$ cat src/hdl/tce_pkg.sv
// Shared types and constants for the task cost estimator.
`timescale 1ns / 1ps
`default_nettype none
package tce_pkg;
    localparam int WORK_W = 48;
    localparam int RATE_W = 16;
    localparam int LAT_W  = 49;
    localparam int RD_W   = 36;
    localparam int WR_W   = 35;
    localparam int CELLS  = WORK_W;

    typedef enum logic [1:0] {
        KIND_DMA     = 2'd0,
        KIND_MATMUL  = 2'd1,
        KIND_VECTOR  = 2'd2,
        KIND_RESHAPE = 2'd3
    } t_kind;

    localparam logic [2:0] REG_OVERHEAD = 3'd0;
    localparam logic [2:0] REG_DMA      = 3'd1;
    localparam logic [2:0] REG_MATMUL   = 3'd2;
    localparam logic [2:0] REG_VECTOR   = 3'd3;
    localparam logic [2:0] REG_RESHAPE  = 3'd4;

    typedef struct packed {
        logic [RD_W-1:0] rd;
        logic [WR_W-1:0] wr;
        logic            err;
    } t_side;

    // one divider beat: partial remainder, dividend/quotient shift word, divisor
    typedef struct packed {
        logic [RATE_W-1:0] rem;
        logic [WORK_W-1:0] nq;
        logic [RATE_W-1:0] div;
        t_side             side;
    } t_cell;
endpackage
`default_nettype wire

$ cat src/hdl/tce_front.sv
// Front end: products, workload select and SRAM byte counts.
`timescale 1ns / 1ps
`default_nettype none
module tce_front import tce_pkg::*; (
    input  wire               i_clk,
    input  wire               i_rst_n,
    input  wire               i_en,
    input  wire               i_valid,
    input  wire  [1:0]        i_task_kind,
    input  wire  [31:0]       i_byte_count,
    input  wire  [15:0]       i_dim_m,
    input  wire  [15:0]       i_dim_n,
    input  wire  [15:0]       i_dim_k,
    input  wire  [31:0]       i_element_count,
    input  wire  [3:0]        i_elem_type,
    input  wire               i_dma_dir,
    input  wire  [RATE_W-1:0] i_dma_rate,
    input  wire  [RATE_W-1:0] i_matmul_rate,
    input  wire  [RATE_W-1:0] i_vector_rate,
    input  wire  [RATE_W-1:0] i_reshape_rate,
    output logic              o_valid,
    output t_cell             o_beat
);
    logic              r_a_valid;
    logic [31:0]       r_mn, r_mk, r_kn;
    logic [15:0]       r_k;
    t_kind             r_kind;
    logic [31:0]       r_bytes, r_cnt;
    logic [3:0]        r_code;
    logic              r_dir;
    logic [RATE_W-1:0] r_div;
    logic [RATE_W-1:0] n_div;
    logic              r_b_valid;
    t_cell             r_beat;
    t_cell             n_beat;

    always_comb begin
        case (t_kind'(i_task_kind))
            KIND_DMA:    n_div = i_dma_rate;
            KIND_MATMUL: n_div = i_matmul_rate;
            KIND_VECTOR: n_div = i_vector_rate;
            default:     n_div = i_reshape_rate;
        endcase
        if (n_div == '0) n_div = RATE_W'(1);
    end

    always_ff @(posedge i_clk) begin
        if (!i_rst_n) begin
            r_a_valid <= 1'b0;
            r_b_valid <= 1'b0;
        end else if (i_en) begin
            r_a_valid <= i_valid;
            r_b_valid <= r_a_valid;
        end
        if (i_en) begin
            r_mn    <= i_dim_m * i_dim_n;
            r_mk    <= i_dim_m * i_dim_k;
            r_kn    <= i_dim_k * i_dim_n;
            r_k     <= i_dim_k;
            r_kind  <= t_kind'(i_task_kind);
            r_bytes <= i_byte_count;
            r_cnt   <= i_element_count;
            r_code  <= i_elem_type;
            r_dir   <= i_dma_dir;
            r_div   <= n_div;
            r_beat  <= n_beat;
        end
    end

    logic       bad;
    logic [1:0] sh;
    logic [32:0] mk_kn;
    logic [WORK_W-1:0] mnk;
    always_comb begin
        bad   = (r_code[3:2] != 2'b00);
        sh    = r_code[1:0];
        mk_kn = {1'b0, r_mk} + {1'b0, r_kn};
        mnk   = r_mn * r_k;
        n_beat          = '0;
        n_beat.div      = r_div;
        case (r_kind)
            KIND_DMA: begin
                n_beat.nq      = WORK_W'(r_bytes);
                n_beat.side.rd = r_dir ? RD_W'(r_bytes) : '0;
                n_beat.side.wr = r_dir ? '0 : WR_W'(r_bytes);
            end
            KIND_MATMUL: begin
                n_beat.nq = mnk;
                if (bad) begin
                    n_beat.side.err = 1'b1;
                end else begin
                    n_beat.side.rd = RD_W'(mk_kn) << sh;
                    n_beat.side.wr = WR_W'(r_mn) << sh;
                end
            end
            KIND_VECTOR: begin
                n_beat.nq = WORK_W'(r_cnt);
                if (bad) begin
                    n_beat.side.err = 1'b1;
                end else begin
                    n_beat.side.rd = RD_W'({r_cnt, 1'b0}) << sh;
                    n_beat.side.wr = WR_W'(r_cnt) << sh;
                end
            end
            default: begin
                n_beat.nq      = WORK_W'(r_cnt);
                n_beat.side.rd = RD_W'(r_cnt);
                n_beat.side.wr = WR_W'(r_cnt);
            end
        endcase
    end

    assign o_valid = r_b_valid;
    assign o_beat  = r_beat;
endmodule
`default_nettype wire

$ cat config.mk
export PLATFORM = sky130hd
export DESIGN_NAME = tce_front
export DESIGN_NICKNAME = d
export VERILOG_FILES = /design/src/hdl/tce_pkg.sv /design/src/hdl/tce_front.sv
export SDC_FILE = /design/constraint.sdc
export NUM_CORES = 2
export LEC_CHECK = 0
export ABC_AREA = 1
export BUFFER_PORTS_ARGS = -buffer_cell sky130_fd_sc_hd__clkbuf_2
export CAP_MARGIN = 20
export CORE_MARGIN = 4
export CORE_UTILIZATION = 55
export DETAILED_ROUTE_END_ITERATION = 10
export PLACE_DENSITY_LB_ADDON = 0.15
export SETUP_SLACK_MARGIN = 0.1
export SLEW_MARGIN = 0
export SYNTH_ARGS = -nofsm -noshare
export SYNTH_HDL_FRONTEND = slang
export SYNTH_SLANG_ARGS = --single-unit
export TNS_END_PERCENT = 20
$ cat constraint.sdc
create_clock -name i_clk -period 14.1 [get_ports i_clk]
set_input_delay 2.82 -clock i_clk [delete_from_list [all_inputs] [get_ports i_clk]]
set_output_delay 2.82 -clock i_clk [all_outputs]
set_load 0.1 [all_outputs]
== Yosys cells after proc, flatten, opt, wreduce, memory -nomap -nowiden ==
Cells that the tools add are included.
Widths: inputs -> output; s select.
Word-level totals
  output and inout port bits: 153
  bits of input ports: 187
  word-level logic and storage cells: 43
  bits in registers: 337
Operators by class
  multipliers: 4
  muxes and demuxes: 8
  eq/ne operators: 4
  add/subtract/negate cells: 1
  reductions and logical operators: 5
  shift operators: 4
Operators with widths (number)
  $pmux 71 s3: 1
  $mux 71: 2
  $mul 16x16->32: 3
  $pmux 48 s2: 1
  $shl 33x2->36: 2
  $shl 32x2->35: 2
  $mux 32: 2
  $mul 32x16->48: 1
  $pmux 16 s3: 1
  $add 32x32->33: 1
  $logic_not 16->1: 1
  $eq 2x1->1 const B: 2
  $eq 2x2->1 const B: 2
  $logic_not 2->1: 2
  $reduce_bool 2->1: 1
  $reduce_or 2->1: 1
  $mux 1: 1

== Longest topological paths before layout ==
  word-level depth: 4
  mapped depth: 28
  gate-level depth less buffers: 27

== Worst setup path before layout ==
OpenSTA, ideal clock, no wires.
  path type: input to register
  start: input port i_dim_n[1]
  end: register r_kn[26], data pin
  data required time: 13.838 ns
  library setup time: 0.262 ns
  buffers on the path: 1
  cell stages on the path: 22
  setup slack: 6.123 ns
  arrival time: 7.715 ns
  cells stage by stage: clkbuf_1 > nand2_1 > fa_1 > inv_1 > fa_1 > inv_1 > fa_1 > inv_1 > fa_1 > inv_1 > fa_1 > inv_1 > fa_1 > ha_1 > nand2_1 > inv_1 > a21oi_1 > o21ai_0 > a21o_1 > a21oi_1 > o21bai_1 > xor2_1
Between the ends
  word-level cells in the longest chain between the ends: 1
Ends and longest elaborated chain
  start, declared: line tce_front.sv:12  | input wire [15:0] i_dim_n,
  $mul 16x16->32: line tce_front.sv:58  | r_kn <= i_dim_k * i_dim_n;
  end signal, assigned: line tce_front.sv:58
  end, declared: line tce_front.sv:25  | logic [31:0] r_mn, r_mk, r_kn;
No other way between the ends.
A chain may end at the register's enable or synchronous reset.

== Worst setup path in the final report ==
  start: input port i_dim_m[10]
  end: register r_mk[17], data pin
Between the ends
  word-level cells in the longest chain between the ends: 1
Ends and longest elaborated chain
  start, declared: line tce_front.sv:11  | input wire [15:0] i_dim_m,
  $mul 16x16->32: line tce_front.sv:57  | r_mk <= i_dim_m * i_dim_k;
  end signal, assigned: line tce_front.sv:57
  end, declared: line tce_front.sv:25
No other way between the ends.

==> results.md <==
- Commonest non-fill, non-tap cell in the layout: nand2_1
- Gpl congestion: 0.965
- Max-Cap Viols: 0
- Hpwl dp: 141000 um
- Outcome: finished clean
- Hold Buf Count CTS: 0
- Setup violations, final: 0
- Layout Cells excl Fill: 9077
- Initial DRC Count: 3759
- Total grt overflow: 0
- CP endpoint kind: flip-flop
- Hold Slack: 418 ps
- Vias per cell: 5.45
- Register area share after synthesis: 16.7%
- Bufs on Longest Clock Path: 3
- Final Critical Period: 8320 ps
- Post-CTS Resized: 0
- IO Pins: 340
- Starting density of the core: 55.5%
- Mean post-synth cell area: 8.01 um2
- CTS H-Tree Depth: 2
- Cells after Synth: 7545
- CP Class: input pin to flip-flop
- Library cells used by synthesis: 65
- Top FF cell, synth: edfxtp_1
- CP Data Arrival Time: 8650 ps
- Setup TNS: 0 ps
- Synthesis-to-layout area growth: 6.31%
- Drt wl/cell: 19.8 um
- Synth warn: 0
- Number of synthesized register bits: 337
- Routed Antenna Nets: 0
- Antenna violations before repair: 2
- Area leader, netlist: fa_1
- Crit path cell chain: clkbuf_2, nand2_1, fa_1, inv_1, fa_1, inv_1, fa_1, fa_1, inv_1, fa_1, inv_1, fa_1, inv_1, ha_1, nand2_1, nor2_1, nand2_1, nand2_1, a31oi_1, inv_1, a21oi_1, xnor2_1
- # rows: 121
- Hold Crit Class: flip-flop to flip-flop
- Die X: 340 um
- Synth area leaders: fa_1 33%, edfxtp_1 17%, nand2_1 13%
- First-pass GRT wire length: 285000 um
- CP Max Fanout: 32
- Num CTS Buffers: 41
- Worst hold start: r_div[12]
- PortBufs: 323
- Worst r2r src: r_mn[22]
- Most frequent cells in the layout: 2076 x nand2_1, 1964 x inv_1, 1001 x fa_1
- Max-slew violation count: 0
- Worst EP required: 14430 ps
- Synth Cell Area: 60500 um2
- Vias: 49400
- Fmax: 0.120 GHz
- Synth async-reset ratio: 0%
- Pre-CTS setup slack: 5230 ps
- Setup slack after layout: 5780 ps
- Core Area: 109000 um2
- Register clock-pin slew on the reported worst setup and hold paths: 60 ps
- Post-CTS Setup Bufs: 0
- Yosys top cell area share: 33.1%
- Clk_lat worst skew: 610 ps
- Crit path max-delay cell type: clkbuf_2
- Die area: 115000 um2
- TritonCTS clock tree: yes
- Drt first pass iters: 6
- Number of synthesized flops with an enable pin: 335
- Final #Nets: 9288
- RSZ-0062 raised after global routing: no
- CP startpoint kind: input pin
- Max-Slew Margin vs Limit: 15.7%
- Largest net degree at the start of global routing: 172
- Total GRT Usage: 31.4%
- Total Wirelength: 180000 um
- CTS sink count: 337
- Worst Skew: 34.1 ps
- Residual DRC: 0
- Crit. Startpoint: i_dim_m[10]
- CP max stage delay: 720 ps
- Vias in the first global route: 51400
- Final worst path period share: 59.0%
- Layout cell share with drive strength beyond 1: 6.94%
- Final Hold Fails: 0
- Placed Instances: 9002
- Die height: 340 um
- Slew at the pin closest to its max-slew limit: 1250 ps
- Clock root cell: clkbuf_16
==> state kept, by name, summed over array words and instances, names as in the netlist <==
| signal | count |
|---|---|
| o_beat | 136 |
| o_valid | 1 |
| r_a_valid | 1 |
| r_bytes | 32 |
| r_cnt | 32 |
| r_code | 4 |
| r_dir | 1 |
| r_div | 16 |
| r_k | 16 |
| r_kind | 2 |
| r_kn | 32 |
| r_mk | 32 |
| r_mn | 32 |
==> metrics by stage <==
stage | area, um2 | utilization (%)
6_report | 64300 | 59.0
3_5_place_dp | 62900 | 57.7
3_3_place_gp | 62900 | 57.7
2_1_floorplan | 60500 | -
5_1_grt | 64300 | 59.0
4_1_cts | 64300 | 59.0
==> metal layers <==
metal,vias up,routed length [um],track usage [%]
met5,-,0,0
met4,0,8020,12.1
met3,347,13300,4.24
li1,22600,-,-
met2,1972,85300,52.0
met1,24500,73400,42.3
==> cell families after synthesis <==
family,count (synthesis),synth area share (%)
multiplexers,29,0.480
adder cells (fa/ha/maj),1469,42.8
buffers and inverters,2319,14.6
flip-flops,337,16.7
XOR/XNOR,99,1.45
AO/OA/AOI/OAI,631,6.22
AND/OR/NAND/NOR,2660,17.7
other,1,0.00620
==> layout make-up <==
cell class	count	area (um2)
repair buffers	371	2000
fillers	10200	44700
inverters	1977	7420
clock buffers	47	1050
clock inverters	25	333
well taps	1414	1770
flip-flops and latches	337	10100
multi-input cells	4904	41600
diodes	2	5.00
==> critical path: cells and delay by family <==
kind | cells | cell delay [ps]
buffers and inverters | 7 | 1050
adders and majority gates | 7 | 3380
AOI/OAI and AO/OA | 2 | 630
and+or+nand+nor | 5 | 600
xor gates and xnor gates | 1 | 140
==> final timing paths <==
kind	slack (ps)	to	cells past startpoint
worst max-delay path	5780	r_mk[17]	22
worst min-delay path	420	o_beat[84]	0
worst max register to register	6970	o_beat[114]	20
worst min register to register	420	o_beat[84]	0
==> Yosys cell counts (13+ instances only) <==
cell and number:
nor2_1 225, xor2_1 61, a21oi_1 188, o21ai_1 14, clkbuf_1 272, buf_1 14
nand4_1 47, edfxtp_1 335, o21ai_0 193, o211ai_1 27, a21oi_2 15, buf_4 18
xnor2_1 37, nand3_1 191, mux2i_1 29, nand2_1 2076, o22ai_1 60, buf_2 38
nor2_2 15, a31oi_1 16, fa_1 1001, nand2_2 13, inv_1 1964, o21bai_1 36
a21o_1 21, nor3_1 42, ha_1 468
Power is left out: the tool's default activity adds up to more than one toggle a clock period on the data nets, which glitch-free logic cannot reach.
