File: config.mk
export PLATFORM = sky130hd
export DESIGN_NAME = tce_div_cell
export DESIGN_NICKNAME = d
export VERILOG_FILES = /design/src/hdl/tce_pkg.sv /design/src/hdl/tce_div_cell.sv
export SDC_FILE = /design/constraint.sdc
export NUM_CORES = 1
export LEC_CHECK = 0
export BUFFER_PORTS_ARGS = -buffer_cell sky130_fd_sc_hd__buf_2
export CORE_AREA = 3 3 118 120
export DETAILED_ROUTE_END_ITERATION = 10
export DIE_AREA = 0 0 121 123
export PLACE_DENSITY = 0.84
export RECOVER_POWER = 25
export SLEW_MARGIN = 25
export SYNTH_ARGS = -nofsm -noshare
export SYNTH_HDL_FRONTEND = slang
export SYNTH_SLANG_ARGS = --single-unit
File: constraint.sdc
create_clock -name i_clk -period 6.8 [get_ports i_clk]
set_input_delay 1.36 -clock i_clk [delete_from_list [all_inputs] [get_ports i_clk]]
set_output_delay 1.36 -clock i_clk [all_outputs]
set_load 0.01 [all_outputs]
File: src/hdl/tce_pkg.sv
// Shared types and constants for the task cost estimator.
`timescale 1ns / 1ps
`default_nettype none
package tce_pkg;
    localparam int WORK_W = 48;
    localparam int RATE_W = 16;
    localparam int LAT_W  = 49;
    localparam int RD_W   = 36;
    localparam int WR_W   = 35;
    localparam int CELLS  = WORK_W;

    typedef enum logic [1:0] {
        KIND_DMA     = 2'd0,
        KIND_MATMUL  = 2'd1,
        KIND_VECTOR  = 2'd2,
        KIND_RESHAPE = 2'd3
    } t_kind;

    localparam logic [2:0] REG_OVERHEAD = 3'd0;
    localparam logic [2:0] REG_DMA      = 3'd1;
    localparam logic [2:0] REG_MATMUL   = 3'd2;
    localparam logic [2:0] REG_VECTOR   = 3'd3;
    localparam logic [2:0] REG_RESHAPE  = 3'd4;

    typedef struct packed {
        logic [RD_W-1:0] rd;
        logic [WR_W-1:0] wr;
        logic            err;
    } t_side;

    // one divider beat: partial remainder, dividend/quotient shift word, divisor
    typedef struct packed {
        logic [RATE_W-1:0] rem;
        logic [WORK_W-1:0] nq;
        logic [RATE_W-1:0] div;
        t_side             side;
    } t_cell;
endpackage
`default_nettype wire

File: src/hdl/tce_div_cell.sv
// One restoring-division cell: resolves one quotient bit per beat.
`timescale 1ns / 1ps
`default_nettype none
module tce_div_cell import tce_pkg::*; (
    input  wire   i_clk,
    input  wire   i_rst_n,
    input  wire   i_en,
    input  wire   i_valid,
    input  t_cell i_beat,
    output logic  o_valid,
    output t_cell o_beat
);
    logic            r_valid;
    t_cell           r_beat;
    t_cell           n_beat;
    logic [RATE_W:0] trial;
    logic            ge;

    always_comb begin
        trial     = {i_beat.rem, i_beat.nq[WORK_W-1]};
        ge        = (trial >= {1'b0, i_beat.div});
        n_beat    = i_beat;
        n_beat.rem = ge ? RATE_W'(trial - {1'b0, i_beat.div}) : RATE_W'(trial);
        n_beat.nq  = {i_beat.nq[WORK_W-2:0], ge};
    end

    always_ff @(posedge i_clk) begin
        if (!i_rst_n) begin
            r_valid <= 1'b0;
        end else if (i_en) begin
            r_valid <= i_valid;
        end
        if (i_en) r_beat <= n_beat;
    end

    assign o_valid = r_valid;
    assign o_beat  = r_beat;
endmodule
`default_nettype wire

## Word-level counts from Yosys, hierarchy flattened

Index checks and enable logic that the tools add are counted.

| word-level totals | value |
|---|---|
| bits in registers | 153 |
| input port bits | 156 |
| output and inout port bits | 153 |
| word-level logic and storage cells | 10 |

| cells by class | value |
|---|---|
| add/subtract/negate cells | 1 |
| order comparisons | 1 |
| multiplexer cells | 1 |

Operators by type and width:

| kind | number |
|---|---|
| $ge 17x16->1 | 1 |
| $mux 16 | 1 |
| $sub 16x16->16 | 1 |

## Longest topological paths before layout

Gate-level depths: netlist (run 1).

| logic depth | value |
|---|---|
| depth after elaboration | 2 |
| mapped depth | 12 |
| gate-level depth less buffers | 9 |

## Worst setup path before layout (run 1)

Ideal clock, no wire load.

| timing path | value |
|---|---|
| path type | input-to-reg |
| start point | in i_beat[84] (netlist bit) |
| end point | reg r_beat, in the netlist o_beat[138], data pin |
| library setup time | 0.260 ns |
| data arrival time | 3.330 ns |
| required time | 6.540 ns |
| slack | 3.210 ns |
| cell stages on the path | 12 |
| buffers on the path | 4 |
| cells stage by stage | inv_1 -> ha_1 -> buf_6 -> and2_4 -> buf_6 -> a221o_1 -> a21boi_4 -> and2_4 -> buf_8 -> inv_4 -> buf_12 -> mux2_4 |

RTL lines:

| item | line | source |
|---|---|---|
| start: declaration | tce_div_cell.sv:9 | `input t_cell i_beat,` |
| end signal: assignment | tce_div_cell.sv:33 | `if (i_en) r_beat <= n_beat;` |
| end: declaration | tce_div_cell.sv:14 | `t_cell r_beat;` |

==> results of run 1 <==
-- metal layers --
| metal | vias to the layer above | part of all wire (%) | global-route usage (%) |
|---|---|---|---|
| met5 | - | 0.23 | 0 |
| met2 | 225 | 52 | 37.0 |
| met3 | 50 | 12 | 11.0 |
| met4 | 6 | 3.3 | 9.63 |
| met1 | 1949 | 33 | 22.7 |
| li1 | 1849 | - | - |
-- state kept, by name, summed over array words and instances, names as in the netlist --
name / count
o_beat: 152
o_valid: 1
-- through the flow --
stage	utilization (%)	cells	instance area [um2]	hold slack (ns)	setup WS (ns)
floorplan	-	308	5790	0.538	3.21
global placement	57.4	788	7510	0.499	3.14
detailed placement	57.4	788	7510	0.508	3.02
CTS	61.6	819	8060	0.522	3.47
global route	61.6	820	8060	0.562	3.33
finish	61.6	820	8060	0.517	3.42
-- critical path, cell delays in order --
cell and delay, ns:
buf_2 0.09, inv_1 0.05, ha_1 0.38, a21oi_2 0.22, o21ai_1 0.14, a221o_1 0.41, a21boi_4 0.23, and2_4 0.23
inv_4 0.11, mux2_4 0.31
-- where the power goes --
part / switching, uW / internal [uW] / leakage (uW)
Clock: 366 / 505 / 0.000261
Sequential: 20.0 / 1130 / 0.00150
Combinational: 179 / 138 / 0.00183
-- logic make-up (layout without fill, tap and decap cells) --
logic type               count (synthesis)  count (layout)  synth area share, %
other                                    0               1                    0
XOR/XNOR                                 9               9                 1.36
flip-flops                             153             153                 79.2
AND/OR/NAND/NOR                         41              41                 3.69
multiplexers                            11              11                 2.61
AO/OA/AOI/OAI                           52              52                 6.98
adder cells (fa/ha/maj)                 17              17                 3.80
buffers and inverters                   25             360                 2.40
-- worst max path at each step --
stage	end	slack (ns)	cells after the start
finish	o_beat[141]	3.42	10
global route	o_beat[141]	3.33	10
CTS	o_beat[141]	3.47	10
detailed placement	o_beat[138]	3.02	10
global placement	o_beat[143]	3.14	10
floorplan	o_beat[138]	3.21	12
-- placed cells by master, fill, tap and decap left out, types with 6 or more instances in the layout --
| cell type | n |
|---|---|
| o21ai_0 | 9 |
| nor2_1 | 12 |
| mux2_4 | 8 |
| ha_1 | 16 |
| nand3_1 | 7 |
| buf_2 | 306 |
| inv_1 | 19 |
| o21a_1 | 6 |
| edfxtp_1 | 152 |
| clkbuf_16 | 17 |
-- area by class of cell --
class | count | area, um2 | area share, %
multi-input combinational | 130 | 1070 | 13.3
timing repair buffer | 309 | 1550 | 19.3
inverter | 20 | 77.6 | 0.963
clock buffer | 18 | 429 | 5.33
tap | 176 | 220 | 2.73
sequential | 153 | 4580 | 56.9
clock inverter | 13 | 120 | 1.49
antenna | 1 | 2.50 | 0.0311
==> results.sh, run 1 <==
export IMPL_status="finished clean"
export IMPL_r2r_slack_ns=6.22
export IMPL_peakVddDrop_v=0.000166
export IMPL_cts_reportedPaths_clkPinSlew_ns=0.06
export IMPL_rows=42
export IMPL_crit_type="in -> reg"
export IMPL_fin_setup_tns_ns=0
export IMPL_cp_arrival_ns=3.54
export IMPL_hold_viol_final=0
export IMPL_clock_sinks=153
export IMPL_final_nets=804
export IMPL_post_route_period_util_pct=49.6
export IMPL_grt_pass1_wl_um=23300
export IMPL_cts_root_buf="clkbuf_16"
export IMPL_hp_class="reg -> reg"
export IMPL_port_buffers=308
export IMPL_synth_main_ff_cell="edfxtp_1"
export IMPL_ys_warn_count=0
export IMPL_yosysMostFrequentCell="edfxtp_1"
export IMPL_die_height_um=123
export IMPL_routabilityCongestion=0.965
export IMPL_grt_max_degree=103
export IMPL_yosysSeqAreaShare_pct=79.2
export IMPL_slew_headroom_pct=39.0
export IMPL_synth_edf_count=152
export IMPL_synth_common_cells="edfxtp_1 (152), inv_1 (19), ha_1 (16)"
export IMPL_drive_gt1_share_pct=54.7
export IMPL_vias=4079
export IMPL_drc_errors=0
export IMPL_drt_pass1_iterations=5
export IMPL_rsz0062_at_grt="no"
export IMPL_htree_levels=4
export IMPL_grtUsageTotal_pct=21.8
export IMPL_start_util_pct=44.3
export IMPL_via_per_inst=4.97
export IMPL_synth_area_leaders="edfxtp_1 (79%), ha_1 (3.5%), mux2_4 (2.1%)"
export IMPL_worstReg2RegEnd="o_valid"
export IMPL_synth_avg_cell_area_um2=18.8
export IMPL_drtAntennaViolNets=0
export IMPL_clk_latency_ns=0.41
export IMPL_ios=309
export IMPL_holdPathEnd="o_valid"
export IMPL_wire_per_inst_um=20.5
export IMPL_dp_hpwl_um=13000
export IMPL_synth_fp_nets=481
export IMPL_worstMarginPinSlew_ns=0.914
export IMPL_setup_violations_final=0
export IMPL_core_area_mm2=0.0131
export IMPL_antenna_found_initial=5
export IMPL_wirelength_um=16800
export IMPL_cts_setup_buffers=0
export IMPL_timing_fmax_mhz=296
export IMPL_yosysUniqueCellTypes=47
export IMPL_grt_overflow_total=0
export IMPL_p_total_uw=2340
export IMPL_cellPowerDensity_mw_per_mm2=290
export IMPL_synthArstFlopShare_pct=0
export IMPL_end_kind="flop"
export IMPL_p_leak_uw=0.00359
export IMPL_ys_seq_elements=153
export IMPL_required_ns=6.96
export IMPL_rr_worst_depth=2
export IMPL_die_w_um=121
export IMPL_maxCapViolCount=0
export IMPL_synthCells=308
export IMPL_syn_to_final_growth_pct=39.1
export IMPL_crit_fanout=11
export IMPL_worst_setup_path_start_kind="input port"
export IMPL_hold_buffers=0
export IMPL_die_area_mm2=0.0149
export IMPL_cp_startpoint="i_beat[80]"
export IMPL_synth_top_area_share_pct=78.8
export IMPL_skew_ns=0
export IMPL_worstHoldStart="o_valid"
export IMPL_cts_tree="done"
export IMPL_worstHoldPathCells=2
export IMPL_grt_pass1_vias=4015
export IMPL_drv_slew=0
export IMPL_r2r_start="o_valid"
export IMPL_synth_top_area_cell="edfxtp_1"
export IMPL_numCtsBuffers=17
export IMPL_clockBufferDepth=2
export IMPL_fillers=1000
export IMPL_finalCriticalPeriod_ns=3.38
export IMPL_cts_resized_gates=0
export IMPL_drt_iter0_drc=408
export IMPL_syn_cell_area_mm2=0.00579
No activity file was read; power rests on OpenSTA's default activity.
==> inputs of run 2 (changes only) <==
--- a/config.mk
+++ b/config.mk
@@ -5,11 +5,12 @@
 export SDC_FILE = /design/constraint.sdc
 export NUM_CORES = 1
 export LEC_CHECK = 0
+export ABC_AREA = 1
 export BUFFER_PORTS_ARGS = -buffer_cell sky130_fd_sc_hd__buf_2
-export CORE_AREA = 3 3 118 120
+export CORE_MARGIN = 3
+export CORE_UTILIZATION = 41
 export DETAILED_ROUTE_END_ITERATION = 10
-export DIE_AREA = 0 0 121 123
-export PLACE_DENSITY = 0.84
+export PLACE_DENSITY = 0.82
 export RECOVER_POWER = 25
 export SLEW_MARGIN = 25
 export SYNTH_ARGS = -nofsm -noshare
==> constraint.sdc (replaced) <==
create_clock -name i_clk -period 2.8 [get_ports i_clk]
set_input_delay 0.56 -clock i_clk [delete_from_list [all_inputs] [get_ports i_clk]]
set_output_delay 0.56 -clock i_clk [all_outputs]
set_load 0.01 [all_outputs]
==> run 2 against run 1 <==
- cell count increased by 15%
- critical endpoint is now o_beat[148]
- wire length increased by 2.5%
- worst setup slack got worse by 2.6 ns
- utilization decreased by 2.5 points
- combinational power increased by 140%
- register-to-register slack got worse by 4.1 ns
- critical path type unchanged
- critical path depth decreased by 1
- design area increased by 2.6%
- sequential power increased by 140%
- hold slack got worse by 0.20 ns
- flip-flop and latch count unchanged
- first-iteration DRC count decreased by 21%
==> results.sh, run 2 <==
export IMPL_die_w_um=126
export IMPL_ios=309
export IMPL_htree_levels=4
export IMPL_cts_tree="done"
export IMPL_wire_per_inst_um=18.2
export IMPL_crit_family="adder cells"
export IMPL_worst_setup_path_start_kind="input port"
export IMPL_rsz0062_at_grt="no"
export IMPL_skew_ns=0
export IMPL_crit_buf_inv=1
export IMPL_synth_edf_count=152
export IMPL_clockBufferDepth=2
export IMPL_hold_ws_ns=0.312
export IMPL_largest_reg_flops=152
export IMPL_start_util_pct=42.3
export IMPL_syn_cell_area_mm2=0.00592
export IMPL_p_seq_share_pct=48.4
export IMPL_slew_headroom_pct=64.4
export IMPL_clk_latency_ns=0.42
export IMPL_clkPwrFrac_pct=38.3
export IMPL_synth_main_ff_cell="edfxtp_1"
export IMPL_crit_type="in -> reg"
export IMPL_drv_slew=0
export IMPL_dp_hpwl_um=13600
export IMPL_yosysUniqueCellTypes=23
export IMPL_layout_common_cells="buf_2 (306), edfxtp_1 (152), nand2_1 (120)"
export IMPL_drtAntennaViolNets=0
export IMPL_synth_common_cells="edfxtp_1 (152), nand2_1 (120), inv_1 (61)"
export IMPL_fin_setup_tns_ns=0
export IMPL_worstReg2RegEnd="o_valid"
export IMPL_drt_pass1_iterations=5
export IMPL_cellPowerDensity_mw_per_mm2=698
export IMPL_ys_warn_count=0
export IMPL_setup_violations_final=0
export IMPL_r2r_slack_ns=2.17
export IMPL_synthCells=425
export IMPL_synth_fp_nets=598
export IMPL_rr_worst_depth=2
export IMPL_cts_resized_gates=0
export IMPL_hold_viol_final=0
export IMPL_grtUsageTotal_pct=21.5
export IMPL_ys_seq_elements=153
export IMPL_p_sw_share_pct=24.4
export IMPL_yosysMostFrequentCell="edfxtp_1"
export IMPL_r2r_start="o_valid"
export IMPL_placed_area_mm2=0.00770
export IMPL_via_per_inst=4.69
export IMPL_final_common_cell="buf_2"
export IMPL_antenna_found_initial=2
export IMPL_cp_arrival_ns=2.15
export IMPL_routabilityCongestion=0.923
export IMPL_crit_fanout=3
export IMPL_drive_gt1_share_pct=45.6
export IMPL_cts_reportedPaths_clkPinSlew_ns=0.06
export IMPL_cp_startpoint="i_beat[72]"
export IMPL_antenna_cells=0
export IMPL_vias=4432
export IMPL_p_int_uw=4360
export IMPL_synth_top_area_share_pct=77.1
export IMPL_port_buffers=308
export IMPL_status="finished clean"
export IMPL_synth_top_area_cell="edfxtp_1"
export IMPL_cp_depth=9
export IMPL_die_area_mm2=0.0159
export IMPL_end_kind="flop"
export IMPL_hold_buffers=0
export IMPL_slowest_delay_ns=0.44
export IMPL_cts_setup_buffers=0
export IMPL_synthArstFlopShare_pct=0
export IMPL_p_leak_uw=0.00393
export IMPL_drt_iter0_drc=321
export IMPL_power_switching_uw=1410
export IMPL_hp_class="in -> reg"
export IMPL_maxCapViolCount=0
export IMPL_synth_avg_cell_area_um2=13.9
export IMPL_yosysSeqAreaShare_pct=77.5
export IMPL_timing_fmax_mhz=506
export IMPL_post_route_period_util_pct=70.6
export IMPL_crit_chain="buf_2, ha_1, fa_1, o21bai_1, nand2_1, nand3_1, nand2_1, nand3_1, nand2_1"
export IMPL_final_nets=927
export IMPL_final_cell_area_mm2=0.00827
export IMPL_grt_pass1_wl_um=25200
export IMPL_p_total_uw=5770
export IMPL_grt_max_degree=51
export IMPL_pwr_share_comb_pct=13.3
export IMPL_wirelength_um=17200
export IMPL_grt_overflow_total=0
export IMPL_worstMarginPinSlew_ns=0.534
export IMPL_crit_top_cell="nand2_1"
export IMPL_syn_to_final_growth_pct=39.8
export IMPL_grt_pass1_vias=4325
export IMPL_core_area_mm2=0.0140
export IMPL_cts_root_buf="clkbuf_16"
export IMPL_finalCriticalPeriod_ns=1.98
export IMPL_critPathCapture="o_beat[148]"
export IMPL_cpMaxStageDelayCell="fa_1"
export IMPL_peakVddDrop_v=0.000404
export IMPL_clock_sinks=153
export IMPL_required_ns=2.97
export IMPL_drc_errors=0
export IMPL_synth_area_leaders="edfxtp_1 (77%), nand2_1 (7.6%), inv_1 (3.9%)"
export IMPL_die_height_um=126
export IMPL_rows=43
export IMPL_numCtsBuffers=17
[run 2: cell types whose count changed in the layout (fill, tap and decap cells not counted), moves of 4 or more]
cell     before  now
inv_1        19   61
mux2_4        8    0
o21ai_0       9    3
a21oi_1       3   10
xnor2_1       5    1
nand3_1       7   17
o31ai_1       5    0
o21a_1        6    0
nand2_1       5  120
nor2_1       12   16
a21o_1        5    0
[run 2: kinds of logic after synthesis]
family | share of synthesized area, %
AND/OR/NAND/NOR | 12.1
buffers and inverters | 4.59
AO/OA/AOI/OAI | 1.23
flip-flops | 77.5
adder cells (fa/ha/maj) | 3.72
XOR/XNOR | 0.888
[run 2: worst min-delay path by stage]
| stage | cells past startpoint | from | to | slack (ns) |
|---|---|---|---|---|
| after floorplan | 2 | o_valid | o_valid | 0.56 |
| after global placement | 2 | o_valid | o_valid | 0.52 |
| after detailed placement | 2 | o_valid | o_valid | 0.54 |
| after CTS | 1 | i_beat[132] | o_beat[133] | 0.30 |
| after global routing | 1 | i_beat[128] | o_beat[129] | 0.28 |
| final | 1 | i_beat[117] | o_beat[118] | 0.31 |
[run 2: cell type report]
cell class	instances	area (um2)
clock buffer	17	425
timing repair buffer	313	1600
clock inverter	13	148
tap	180	225
multi-input combinational	208	1060
fill	1144	5720
inverter	61	229
sequential	153	4580
[run 2: per-layer routing]
layer	track usage [%]	up-vias	routed length (um)
li1	-	2106	-
met1	22.4	2112	5840
met2	38.9	184	9370
met3	9.33	26	1600
met4	6.56	4	388
met5	0	-	27
[run 2: per-stage QoR]
| stage | util, % | worst slack, ns | std cells |
|---|---|---|---|
| finish | 59.1 | 0.824 | 945 |
| global route | 59.1 | 0.684 | 945 |
| CTS | 59.1 | 0.835 | 945 |
| detailed placement | 55.0 | 0.412 | 915 |
| global placement | 55.0 | 0.442 | 915 |
| floorplan | - | 0.754 | 425 |
[run 2: power groups by stage]
stage	Clock [uW]	Sequential, uW	Combinational [uW]
global placement	0	2830	759
finish	2210	2800	768
CTS	2260	2800	780
global route	2380	2810	840
floorplan	0	2960	229
detailed placement	0	2840	776
